$ cat src/hw/rtl/clvd_pkg.sv
// Shared constants, codes and types of the chunked length-value decoder.
// No dependencies; the core, the checker and the testbench import this package.
package clvd_pkg;

    // Widest count prefix of one chunk, in bytes
    localparam int COUNT_BYTES_MAX = 4;
    localparam int CNT_W           = $clog2(COUNT_BYTES_MAX + 1);

    // Result buffer depth; one request may push two results
    localparam int RES_DEPTH = 4;
    localparam int RES_PTR_W = $clog2(RES_DEPTH);
    localparam int RES_CNT_W = $clog2(RES_DEPTH + 1);

    // Configuration register indexes
    localparam logic [1:0] REG_MAX_VALUE_SIZE = 2'd0;
    localparam logic [1:0] REG_NULL_CODE      = 2'd1;
    localparam logic [1:0] REG_LONG_CODE      = 2'd2;

    // Configuration reset values
    localparam logic [31:0] MAX_VALUE_SIZE_RST = 32'd65535;
    localparam logic [7:0]  NULL_CODE_RST      = 8'd255;
    localparam logic [7:0]  LONG_CODE_RST      = 8'd254;

    // Parser phases
    localparam logic [2:0] PH_IDLE   = 3'd0;
    localparam logic [2:0] PH_SHORT  = 3'd1;
    localparam logic [2:0] PH_CLEN   = 3'd2;
    localparam logic [2:0] PH_CBYTES = 3'd3;
    localparam logic [2:0] PH_CHUNK  = 3'd4;

    // Result kinds
    localparam logic [2:0] K_PAYLOAD = 3'd0;
    localparam logic [2:0] K_DONE    = 3'd1;
    localparam logic [2:0] K_NULL    = 3'd2;
    localparam logic [2:0] K_TRUNC   = 3'd3;
    localparam logic [2:0] K_NEG     = 3'd4;
    localparam logic [2:0] K_WIDE    = 3'd5;
    localparam logic [2:0] K_LIMIT   = 3'd6;

    typedef struct packed {
        logic [2:0] kind;
        logic [7:0] data;
        logic       last;
    } t_result;

    // Build one result; non-payload kinds carry a zero byte and close the value
    function automatic t_result mk_result(input logic [2:0] kind, input logic [7:0] data);
        t_result r;
        r.kind = kind;
        r.data = (kind == K_PAYLOAD) ? data : 8'd0;
        r.last = (kind != K_PAYLOAD);
        return r;
    endfunction

endpackage

$ cat src/hw/rtl/clvd_ifs.sv
// Valid/ready channel interfaces of the chunked length-value decoder.
// No dependencies; the field widths match clvd_pkg, but the file does not import it.

interface clvd_in_if;
    logic       valid;
    logic       ready;
    logic [7:0] data_byte;
    logic       is_last;

    modport source (output valid, output data_byte, output is_last, input ready);
    modport sink   (input valid, input data_byte, input is_last, output ready);
endinterface

interface clvd_out_if;
    logic       valid;
    logic       ready;
    logic [2:0] out_kind;
    logic [7:0] out_byte;
    logic       value_end;

    modport source (output valid, output out_kind, output out_byte, output value_end,
                    input ready);
    modport sink   (input valid, input out_kind, input out_byte, input value_end,
                    output ready);
endinterface

interface clvd_cfg_if;
    logic        valid;
    logic        ready;
    logic [1:0]  index;
    logic [31:0] data;

    modport source (output valid, output index, output data, input ready);
    modport sink   (input valid, input index, input data, output ready);
endinterface

$ cat src/hw/rtl/chunked_length_value_decoder_core.sv
// Top level of the chunked length-value decoder: byte parser and result buffer.
// Depends on clvd_pkg and the channel interfaces in clvd_ifs.sv.

// The decoder takes one stream byte per request and turns it into zero, one
// or two results (payload byte, value done, null, or an error kind followed
// by a return to idle). Each byte is parsed in the cycle it is accepted and
// its results land in a four-entry result buffer, which drains one result per
// cycle on the output channel while it is ready. A byte is accepted whenever
// at least two buffer entries are free, so the block takes one byte per cycle
// as long as the output side keeps taking results; only bytes that yield two
// results (the last payload byte of a short value, or a payload byte that
// also flags truncation) add to the backlog. Configuration writes are taken
// every cycle and must only be issued while the decoder is idle.
module chunked_length_value_decoder_core (
    input  logic   i_clk,
    input  logic   i_rst_n,
    clvd_in_if.sink    i_in,
    clvd_out_if.source o_out,
    clvd_cfg_if.sink   i_cfg
);
    import clvd_pkg::*;

    // Configuration registers
    logic [31:0] r_max;
    logic [7:0]  r_null;
    logic [7:0]  r_long;

    // Parser state
    logic [2:0]       r_phase, n_phase;
    logic [31:0]      r_run, n_run;
    logic [31:0]      r_total, n_total;
    logic [CNT_W-1:0] r_cnt_left, n_cnt_left;
    logic [31:0]      r_accum, n_accum;

    // Result buffer
    t_result              r_buf [RES_DEPTH];
    logic [RES_PTR_W-1:0] r_wr_ptr, r_rd_ptr;
    logic [RES_CNT_W-1:0] r_cnt;

    t_result     res0, res1;
    logic [1:0]  n_res;
    logic        errored;
    logic [7:0]  b;
    logic [31:0] acc_shift;
    logic [31:0] room;
    logic        in_acc, out_acc;

    assign b         = i_in.data_byte;
    assign acc_shift = {r_accum[23:0], b};
    assign room      = r_max - r_total;

    assign i_in.ready  = (r_cnt <= RES_CNT_W'(RES_DEPTH - 2));
    assign in_acc      = i_in.valid && i_in.ready;
    assign o_out.valid = (r_cnt != '0);
    assign out_acc     = o_out.valid && o_out.ready;

    assign o_out.out_kind  = r_buf[r_rd_ptr].kind;
    assign o_out.out_byte  = r_buf[r_rd_ptr].data;
    assign o_out.value_end = r_buf[r_rd_ptr].last;

    assign i_cfg.ready = 1'b1;

    // Decode one byte against the current phase
    always_comb begin
        n_phase    = r_phase;
        n_run      = r_run;
        n_total    = r_total;
        n_cnt_left = r_cnt_left;
        n_accum    = r_accum;
        res0       = mk_result(K_NULL, 8'd0);
        res1       = mk_result(K_TRUNC, 8'd0);
        n_res      = 2'd0;
        errored    = 1'b0;

        case (r_phase)
            PH_IDLE: begin
                if (b == 8'd0 || b == r_null) begin
                    res0  = mk_result(K_NULL, 8'd0);
                    n_res = 2'd1;
                end else if (b == r_long) begin
                    n_total = '0;
                    n_phase = PH_CLEN;
                end else if ({24'd0, b} > r_max) begin
                    res0    = mk_result(K_LIMIT, 8'd0);
                    n_res   = 2'd1;
                    errored = 1'b1;
                end else begin
                    n_run   = {24'd0, b};
                    n_phase = PH_SHORT;
                end
            end
            PH_SHORT: begin
                res0  = mk_result(K_PAYLOAD, b);
                n_res = 2'd1;
                n_run = r_run - 32'd1;
                if (r_run == 32'd1) begin
                    res1    = mk_result(K_DONE, 8'd0);
                    n_res   = 2'd2;
                    n_phase = PH_IDLE;
                end
            end
            PH_CLEN: begin
                if (b[7]) begin
                    res0    = mk_result(K_NEG, 8'd0);
                    n_res   = 2'd1;
                    errored = 1'b1;
                end else if (b > 8'(COUNT_BYTES_MAX)) begin
                    res0    = mk_result(K_WIDE, 8'd0);
                    n_res   = 2'd1;
                    errored = 1'b1;
                end else if (b == 8'd0) begin
                    res0    = mk_result((r_total == '0) ? K_NULL : K_DONE, 8'd0);
                    n_res   = 2'd1;
                    n_phase = PH_IDLE;
                end else begin
                    n_cnt_left = b[CNT_W-1:0];
                    n_accum    = '0;
                    n_phase    = PH_CBYTES;
                end
            end
            PH_CBYTES: begin
                n_cnt_left = r_cnt_left - CNT_W'(1);
                n_accum    = acc_shift;
                if (r_cnt_left == CNT_W'(1)) begin
                    if (acc_shift == '0) begin
                        res0    = mk_result((r_total == '0) ? K_NULL : K_DONE, 8'd0);
                        n_res   = 2'd1;
                        n_phase = PH_IDLE;
                    end else if (acc_shift > room) begin
                        res0    = mk_result(K_LIMIT, 8'd0);
                        n_res   = 2'd1;
                        errored = 1'b1;
                    end else begin
                        n_total = r_total + acc_shift;
                        n_run   = acc_shift;
                        n_phase = PH_CHUNK;
                    end
                end
            end
            default: begin
                // chunk payload
                res0  = mk_result(K_PAYLOAD, b);
                n_res = 2'd1;
                n_run = r_run - 32'd1;
                if (r_run == 32'd1) begin
                    n_phase = PH_CLEN;
                end
            end
        endcase

        // Report truncation when the message ends with the value still open
        if (!errored && i_in.is_last && n_phase != PH_IDLE) begin
            if (n_res == 2'd0) begin
                res0 = mk_result(K_TRUNC, 8'd0);
            end else begin
                res1 = mk_result(K_TRUNC, 8'd0);
            end
            n_res   = n_res + 2'd1;
            n_phase = PH_IDLE;
        end

        // Drop all value state on return to idle
        if (errored || n_phase == PH_IDLE) begin
            n_phase    = PH_IDLE;
            n_run      = '0;
            n_total    = '0;
            n_cnt_left = '0;
            n_accum    = '0;
        end
    end

    // Configuration writes; indexes beyond the list are ignored
    always_ff @(posedge i_clk) begin
        if (!i_rst_n) begin
            r_max  <= MAX_VALUE_SIZE_RST;
            r_null <= NULL_CODE_RST;
            r_long <= LONG_CODE_RST;
        end else if (i_cfg.valid) begin
            case (i_cfg.index)
                REG_MAX_VALUE_SIZE: r_max  <= i_cfg.data;
                REG_NULL_CODE:      r_null <= i_cfg.data[7:0];
                REG_LONG_CODE:      r_long <= i_cfg.data[7:0];
                default: begin
                end
            endcase
        end
    end

    // Advance parser state on each accepted request
    always_ff @(posedge i_clk) begin
        if (!i_rst_n) begin
            r_phase    <= PH_IDLE;
            r_run      <= '0;
            r_total    <= '0;
            r_cnt_left <= '0;
            r_accum    <= '0;
        end else if (in_acc) begin
            r_phase    <= n_phase;
            r_run      <= n_run;
            r_total    <= n_total;
            r_cnt_left <= n_cnt_left;
            r_accum    <= n_accum;
        end
    end

    // Push results of the accepted byte into the buffer
    always_ff @(posedge i_clk) begin
        if (in_acc && n_res != 2'd0) begin
            r_buf[r_wr_ptr] <= res0;
        end
        if (in_acc && n_res == 2'd2) begin
            r_buf[r_wr_ptr + RES_PTR_W'(1)] <= res1;
        end
    end

    // Track buffer pointers and fill level
    always_ff @(posedge i_clk) begin
        if (!i_rst_n) begin
            r_wr_ptr <= '0;
            r_rd_ptr <= '0;
            r_cnt    <= '0;
        end else begin
            if (in_acc) begin
                r_wr_ptr <= r_wr_ptr + RES_PTR_W'(n_res);
            end
            if (out_acc) begin
                r_rd_ptr <= r_rd_ptr + RES_PTR_W'(1);
            end
            r_cnt <= r_cnt + (in_acc ? RES_CNT_W'(n_res) : '0) - RES_CNT_W'(out_acc);
        end
    end

endmodule

$ cat src/flat_wrapper.sv
// flat-port wrapper written by rule: the top's interface ports become plain ports
module chunked_length_value_decoder_core_flat import clvd_pkg::*;
  (i_clk, i_rst_n, i_in_valid, i_in_data_byte, i_in_is_last, i_in_ready, o_out_valid, o_out_out_kind, o_out_out_byte, o_out_value_end, o_out_ready, i_cfg_valid, i_cfg_index, i_cfg_data, i_cfg_ready);
  clvd_in_if i_in_i ();
  clvd_out_if o_out_i ();
  clvd_cfg_if i_cfg_i ();
  input  logic i_clk;
  input  logic i_rst_n;
  input wire logic [$bits(i_in_i.valid)-1:0] i_in_valid;
  input wire logic [$bits(i_in_i.data_byte)-1:0] i_in_data_byte;
  input wire logic [$bits(i_in_i.is_last)-1:0] i_in_is_last;
  output wire logic [$bits(i_in_i.ready)-1:0] i_in_ready;
  output wire logic [$bits(o_out_i.valid)-1:0] o_out_valid;
  output wire logic [$bits(o_out_i.out_kind)-1:0] o_out_out_kind;
  output wire logic [$bits(o_out_i.out_byte)-1:0] o_out_out_byte;
  output wire logic [$bits(o_out_i.value_end)-1:0] o_out_value_end;
  input wire logic [$bits(o_out_i.ready)-1:0] o_out_ready;
  input wire logic [$bits(i_cfg_i.valid)-1:0] i_cfg_valid;
  input wire logic [$bits(i_cfg_i.index)-1:0] i_cfg_index;
  input wire logic [$bits(i_cfg_i.data)-1:0] i_cfg_data;
  output wire logic [$bits(i_cfg_i.ready)-1:0] i_cfg_ready;
  assign i_in_i.valid = i_in_valid;
  assign i_in_i.data_byte = i_in_data_byte;
  assign i_in_i.is_last = i_in_is_last;
  assign i_in_ready = i_in_i.ready;
  assign o_out_valid = o_out_i.valid;
  assign o_out_out_kind = o_out_i.out_kind;
  assign o_out_out_byte = o_out_i.out_byte;
  assign o_out_value_end = o_out_i.value_end;
  assign o_out_i.ready = o_out_ready;
  assign i_cfg_i.valid = i_cfg_valid;
  assign i_cfg_i.index = i_cfg_index;
  assign i_cfg_i.data = i_cfg_data;
  assign i_cfg_ready = i_cfg_i.ready;
  chunked_length_value_decoder_core u_core (.i_clk(i_clk), .i_rst_n(i_rst_n), .i_in(i_in_i), .o_out(o_out_i), .i_cfg(i_cfg_i));
endmodule
$ cat config.mk
export PLATFORM = sky130hd
export DESIGN_NAME = chunked_length_value_decoder_core_flat
export DESIGN_NICKNAME = d
export VERILOG_FILES = /design/src/hw/rtl/clvd_pkg.sv /design/src/hw/rtl/clvd_ifs.sv /design/src/hw/rtl/chunked_length_value_decoder_core.sv /design/src/flat_wrapper.sv
export SDC_FILE = /design/constraint.sdc
export NUM_CORES = 1
export LEC_CHECK = 0
export ABC_AREA = 1
export ABC_CLOCK_PERIOD_IN_PS = 6100
export BUFFER_PORTS_ARGS = -buffer_cell sky130_fd_sc_hd__buf_2
export CAP_MARGIN = 0
export CORE_ASPECT_RATIO = 0.9
export CORE_MARGIN = 8
export CORE_UTILIZATION = 35
export CTS_CLUSTER_DIAMETER = 80
export CTS_CLUSTER_SIZE = 25
export DETAILED_ROUTE_END_ITERATION = 8
export PLACE_DENSITY = 0.54
export SYNTH_ARGS = -nofsm -noshare
export SYNTH_HDL_FRONTEND = slang
export SYNTH_SLANG_ARGS = --single-unit
$ cat constraint.sdc
create_clock -name i_clk -period 6.1 [get_ports i_clk]
set_clock_uncertainty 0.1 [all_clocks]
set_input_delay 0 -clock i_clk [delete_from_list [all_inputs] [get_ports i_clk]]
set_output_delay 0 -clock i_clk [all_outputs]
set_load 0.01 [all_outputs]
# Word level (Yosys, flattened, before mapping)
# Memories as Yosys holds them, arrays and structs flattened. A register that Yosys moved wholly into a read port is not among the register bits.
# Cells that the tools add are included.
# Widths: inputs -> output; s select.
dict set report classes {
  addsub 10
  mul 0
  div 0
  magnitude_cmp 4
  eq_ne 21
  shift 0
  n_mux 84
  bitwise 0
  n_reduce_logical 28
}
# cell count
set op_table {}
lappend op_table {{$mux 32} 13}
lappend op_table {{$mux 12} 14}
lappend op_table {{$mux 24} 4}
lappend op_table {{$pmux 32 s3} 1}
lappend op_table {{$logic_not 32->1} 2}
lappend op_table {{$pmux 32 s2} 1}
lappend op_table {{$mux 3} 16}
lappend op_table {{$pmux 24 s2} 1}
lappend op_table {{$pmux 12 s3} 1}
lappend op_table {{$add 32x32->32} 1}
lappend op_table {{$eq 32x1->1 const B} 1}
lappend op_table {{$gt 32x32->1} 1}
lappend op_table {{$gt 8x32->1} 1}
lappend op_table {{$sub 32x1->32 const B} 1}
lappend op_table {{$sub 32x32->32} 1}
lappend op_table {{$mux 2} 13}
lappend op_table {{$ne 3x3->1 const B} 7}
lappend op_table {{$eq 8x8->1} 2}
lappend op_table {{$mux 1} 15}
lappend op_table {{$reduce_bool 3->1} 5}
lappend op_table {{$pmux 3 s4} 1}
lappend op_table {{$mux 11} 1}
lappend op_table {{$gt 8x3->1 const B} 1}
lappend op_table {{$logic_not 8->1} 1}
lappend op_table {{26 further kinds} 42}
dict set report totals {
  regBits 149
  latch_bits 0
  mem_bits_rw 48
  romBits 0
  elab_cells 159
  mem_count 1
}
# name depth word_bits rd rd_clocked_by_memory_dff write_ports line
set memory_table {}
lappend memory_table {u_core.r_buf 4 12 1 1 2 chunked_length_value_decoder_core.sv:36} ;# t_result r_buf [RES_DEPTH];

# Depth between registers and ports, before layout
dict set report depth {
  depth_word 14
  mapped_depth 38
  depth_no_buf 38
}

# Worst setup path before layout
# No wires, ideal clock.
dict set report synth_timing {
  kind {reg-to-reg}
  from {register u_core.r_total[2]}
  to {register u_core.r_cnt[2]}
  setup_time_ps 120
  arrival_time_ps 5162
  required_time_ps 5880
  setup_slack_ps 718
  path_stages_with_launch 37
  path_buffers 0
  period_less_slack_ps 5382
  cell_sequence {dfxtp_1 inv_1 ha_1 a21oi_1 nand2_1 a21oi_1 o21ai_0 a21oi_1 o21ai_0 a21boi_0 inv_1 nand2_1 nand2_1 a21boi_0 o21ai_0 xnor2_1 ha_1 nand2_1 nor2_1 nand3b_1 nor3b_2 nand2_1 nand2_1 nand2_1 nand2_1 nand2_1 nand3_1 inv_1 ha_1 nand3_2 nand2_2 nand2_4 ha_1 inv_1 fa_1 o21ai_0 a21oi_1}
}
dict set report synth_via {
  elab_chain_len 13
  elab_cells_between_ends 23
}
# element line
set synth_lines {}
lappend synth_lines {{from (decl)} chunked_length_value_decoder_core.sv:31} ;# logic [31:0] r_total, n_total;
lappend synth_lines {{from (signal assigned)} chunked_length_value_decoder_core.sv:200} ;# r_total <= n_total;
lappend synth_lines {{$sub 32x32->32 *} chunked_length_value_decoder_core.sv:50} ;# assign room = r_max - r_total;
lappend synth_lines {{$gt 32x32->1 *} chunked_length_value_decoder_core.sv:129} ;# end else if (acc_shift > room) begin
lappend synth_lines {{branches (longest 7 deep; another with $add 2x1->2)} -}
lappend synth_lines {{$mux 2 *} chunked_length_value_decoder_core.sv:152} ;# if (!errored && i_in.is_last && n_phase != PH_IDLE) begin
lappend synth_lines {{$mux 2 *} chunked_length_value_decoder_core.sv:229} ;# r_cnt <= r_cnt + (in_acc ? RES_CNT_W'(n_res) : '0) - RES_CNT_W'(out_acc);
lappend synth_lines {{$add 3x3->3 *} chunked_length_value_decoder_core.sv:229}
lappend synth_lines {{$sub 3x1->3 *} chunked_length_value_decoder_core.sv:229}
lappend synth_lines {{to (signal assigned)} chunked_length_value_decoder_core.sv:229}
lappend synth_lines {{to (decl)} chunked_length_value_decoder_core.sv:38} ;# logic [RES_CNT_W-1:0] r_cnt;
# Mark *: on every way between the ends.
# A chain may end at the register's enable or synchronous reset.

# Worst setup path in the final report
dict set report layout_timing {
  from {register u_core.r_max[0]}
  to {register u_core.r_cnt[2]}
}
dict set report layout_via {
  elab_chain_len 13
  elab_cells_between_ends 33
}
# element line
set layout_lines {}
lappend layout_lines {{from (decl)} chunked_length_value_decoder_core.sv:24} ;# logic [31:0] r_max;
lappend layout_lines {{from (signal assigned)} chunked_length_value_decoder_core.sv:180} ;# REG_MAX_VALUE_SIZE: r_max <= i_cfg.data;
lappend layout_lines {{branches (longest 9 deep; another with $sub 32x32->32)} -}
lappend layout_lines {{$mux 2 *} chunked_length_value_decoder_core.sv:152}
lappend layout_lines {{$mux 2 *} chunked_length_value_decoder_core.sv:229}
lappend layout_lines {{$add 3x3->3 *} chunked_length_value_decoder_core.sv:229}
lappend layout_lines {{$sub 3x1->3 *} chunked_length_value_decoder_core.sv:229}
# Marks and branches as above.

==> summary.txt <==
Synthesis
  • Async set-reset flop share out of synthesis: 0
  • Number of flops mapped to enable cells by yosys: 4
  • Compound-Gate Fraction of Synth Area: 0.153
  • Top cells by count, synth: 477 x nand2_1, 355 x nor2_1, 215 x inv_1, 195 x dfxtp_1, 182 x a21oi_1
  • Mux contribution to synthesized area: 0
  • Synth Register Bits: 199
  • Synth unique cells: 58
  • Post-synth top area cell: dfxtp_1
  • Part of the Yosys area used for sequential elements: 0.279
  • Yosys top cell area share: 0.271
  • Synthesized area: 14,400 sq um
  • Post-Synthesis Cells: 2,222
  • Largest family of logic cells by synthesized area: simple AND/OR/NAND/NOR gates
  • Post-Synth Adder-Cell Area: 0.100
  • Main area contributors after synthesis: dfxtp_1 27%, nand2_1 12%, ha_1 9.6%
  • Ys Warns: 0
  • Top-count cell post-synth: nand2_1
  • Post-synthesis xor/xnor area fraction: 0.0534
  • Post-synth top flop: dfxtp_1
  • Syn avg cell area: 6.49 sq um
  • Mapped Nets: 2,384
  • Post-synthesis simple-gate area fraction: 0.320

Timing
  • Max-slew violations: 0
  • Worst-margin pin slew: 0.968 ns
  • Hold Vio Cnt, Final: 0
  • Crit path time final: 5.56 ns
  • RSZ-0062 raised after global routing: false
  • Setup TNS: 0 ns
  • Worst hold slack: 0.135 ns
  • Period utilisation layout: 0.912
  • Endpoints failing setup: 0
  • Fmax: 0.180 GHz
  • Slew HR: 0.354

Die
  • Num rows: 70
  • Die Wd: 230 um
  • Initial Utilization: 0.355
  • Chip Height: 209 um
  • Io pins: 63
  • Die area: 48,000 sq um
  • Core area: 40,600 sq um

Critical path
  • CP max stage delay: 0.43 ns
  • Max FO, Critical Path: 3
  • Most used cell, CP: nand2_1
  • Data arrival, critical path: 5.83 ns
  • Required @ worst endpoint: 6.37 ns
  • Kind of critical path: reg -> reg
  • Critical path endpoint category: flop
  • CP max stage cell: fa_1
  • Startpoint Class: flop

Pwr
  • P_leak: 0.00803 uW
  • PD cells: 381 nW/um^2
  • Highest ir drop seen on vdd: 160 uV

Global routing
  • Total gr overflow: 0
  • Met1 Track Usage GR: 0.260
  • Met3 Use GR: 0.0278
  • Largest net degree at the start of global routing: 70
  • Vias in the first global route: 13,853
  • First-pass GRT wire length: 74.1 mm
  • Initial antenna violation count: 0
  • GRT met2 Usage: 0.303
  • Busiest grt layer: met2
  • GRT Total Usage: 0.188

Status
  • Status: finished, final reports clean

Place
  • HPWL Detailed: 32.3 mm
  • Port buffer count: 61
  • Final Wtd Congestion: 0.882
  • Placed inst area: 15,200 sq um

Layout
  • Fillers: 4,352
  • Synth-to-layout area growth: 15.7%
  • Antenna Cells: 0
  • Final instance area: 16,700 sq um
  • Share of post-route cells with drive strength above 1: 0.0790
  • Final nets: 2,479

Clock network
  • Clk_lat worst skew: 0.48 ns
  • Clock tree buffer depth: 2
  • CTS Buf Count: 17
  • Sink Count: 199
  • Root buf cell: clkbuf_16
  • Clock slew at reported path FFs: 0.09 ns
  • CTS tree: yes
  • H-tree depth: 4

Route
  • Wire per inst: 15.8 um
  • DR iter-0 viols: 994
  • Via density: 5.05
  • Pre-antenna DRT Iters: 5
  • Post-route ant nets: 0
  • WL final: 45.5 mm
  • Residual DRC: 0
  • DR vias: 14,493

Job
  • Max-cap viol count: 0

Worst hold path
  • Hold Crit Class: in -> reg
power by group:
| part | total, uW | switching [uW] | internal [uW] |
|---|---|---|---|
| sequential | 1870 | 248 | 1620 |
| combinational | 3300 | 2080 | 1220 |
| clock | 1200 | 632 | 568 |
layout by cell type (no fill, tap or decap), types with 15 or more instances in the layout:
| master | Yosys | routed |
|---|---|---|
| nand4_1 | 40 | 40 |
| inv_1 | 215 | 214 |
| inv_2 | 14 | 15 |
| clkbuf_16 | 0 | 17 |
| nand2_1 | 477 | 476 |
| nor2_1 | 355 | 353 |
| ha_1 | 111 | 110 |
| dfxtp_1 | 195 | 194 |
| a21oi_1 | 182 | 179 |
| nor3_1 | 24 | 23 |
| buf_4 | 10 | 25 |
| dlygate4sd3_1 | 0 | 79 |
| o211ai_1 | 15 | 15 |
| nand3_1 | 154 | 153 |
| o21ai_0 | 127 | 124 |
| xor2_1 | 45 | 45 |
| xnor2_1 | 43 | 43 |
| buf_2 | 23 | 60 |
path summary, 6_finish.rpt:
path                      startpoint  slack, ns            endpoint  depth (start not counted)
setup reg to reg     u_core.r_max[0]       0.54     u_core.r_cnt[2]                         36
hold / removal           i_cfg_valid       0.14     u_core.r_max[0]                          6
setup / recovery     u_core.r_max[0]       0.54     u_core.r_cnt[2]                         36
hold reg to reg   u_core.r_buf[2][9]       0.36  u_core.r_buf[2][9]                          2
critical path: cells and delay by family (launching register included):
family | cells | cell delay, ns
AOI/OAI and AO/OA | 9 | 1.28
xor gates and xnor gates | 1 | 0.10
adders and majority gates | 6 | 1.83
buffers and inverters | 4 | 0.25
DFF | 1 | 0.33
and+or+nand+nor | 16 | 1.58
registers in the layout (all words and copies together), names as in the netlist, 3 cells and up, named ones only:
name / count
u_core.r_cnt: 3
u_core.r_long: 8
u_core.r_total: 32
u_core.r_null: 8
u_core.r_accum: 24
u_core.r_run: 32
u_core.r_phase: 3
u_core.r_max: 32
u_core.r_cnt_left: 3
u_core.r_buf: 48
repair_timing:
item	CTS	global route
resized for setup	0	23
endpoints found under the setup margin	0	145
endpoints found under the hold margin	96	0
hold buffers	79	0
setup buffers	0	3
cell type report:
cell class	count	area, sq um	area share
multi-input cells	1700	9140	0.547
clock buffers	18	439	0.0263
flip-flops and latches	199	4030	0.241
clock inverters	14	173	0.0103
repair buffers	169	1380	0.0826
well taps	540	676	0.0405
inverters	230	865	0.0518
cells by family (layout without fill, tap and decap cells):
| kind of cell | after synthesis | count (layout) |
|---|---|---|
| flops | 199 | 199 |
| xor+xnor | 88 | 88 |
| compound gates | 402 | 402 |
| fa+ha+maj | 114 | 114 |
| buf+inv | 323 | 431 |
| simple gates | 1095 | 1095 |
| other cells | 1 | 1 |
metrics by stage:
stage               setup slack [ns]   util  instances  total power [uW]
floorplan                      0.718      -       2222              4290
global placement               0.109  0.374       2756              5030
detailed placement            0.0999  0.374       2756              5080
CTS                           0.0621  0.408       2867              6330
global route                 0.00881  0.411       2870              6940
finish                         0.538  0.411       2870              6370
routing by layer:
| metal | vias to the layer above | part of all wire |
|---|---|---|
| met1 | 6705 | 0.49 |
| met3 | 28 | 0.042 |
| li1 | 7472 | - |
| met4 | 0 | 0.012 |
| met5 | - | 0 |
| met2 | 288 | 0.45 |
(Power assumes the default switching activity.)
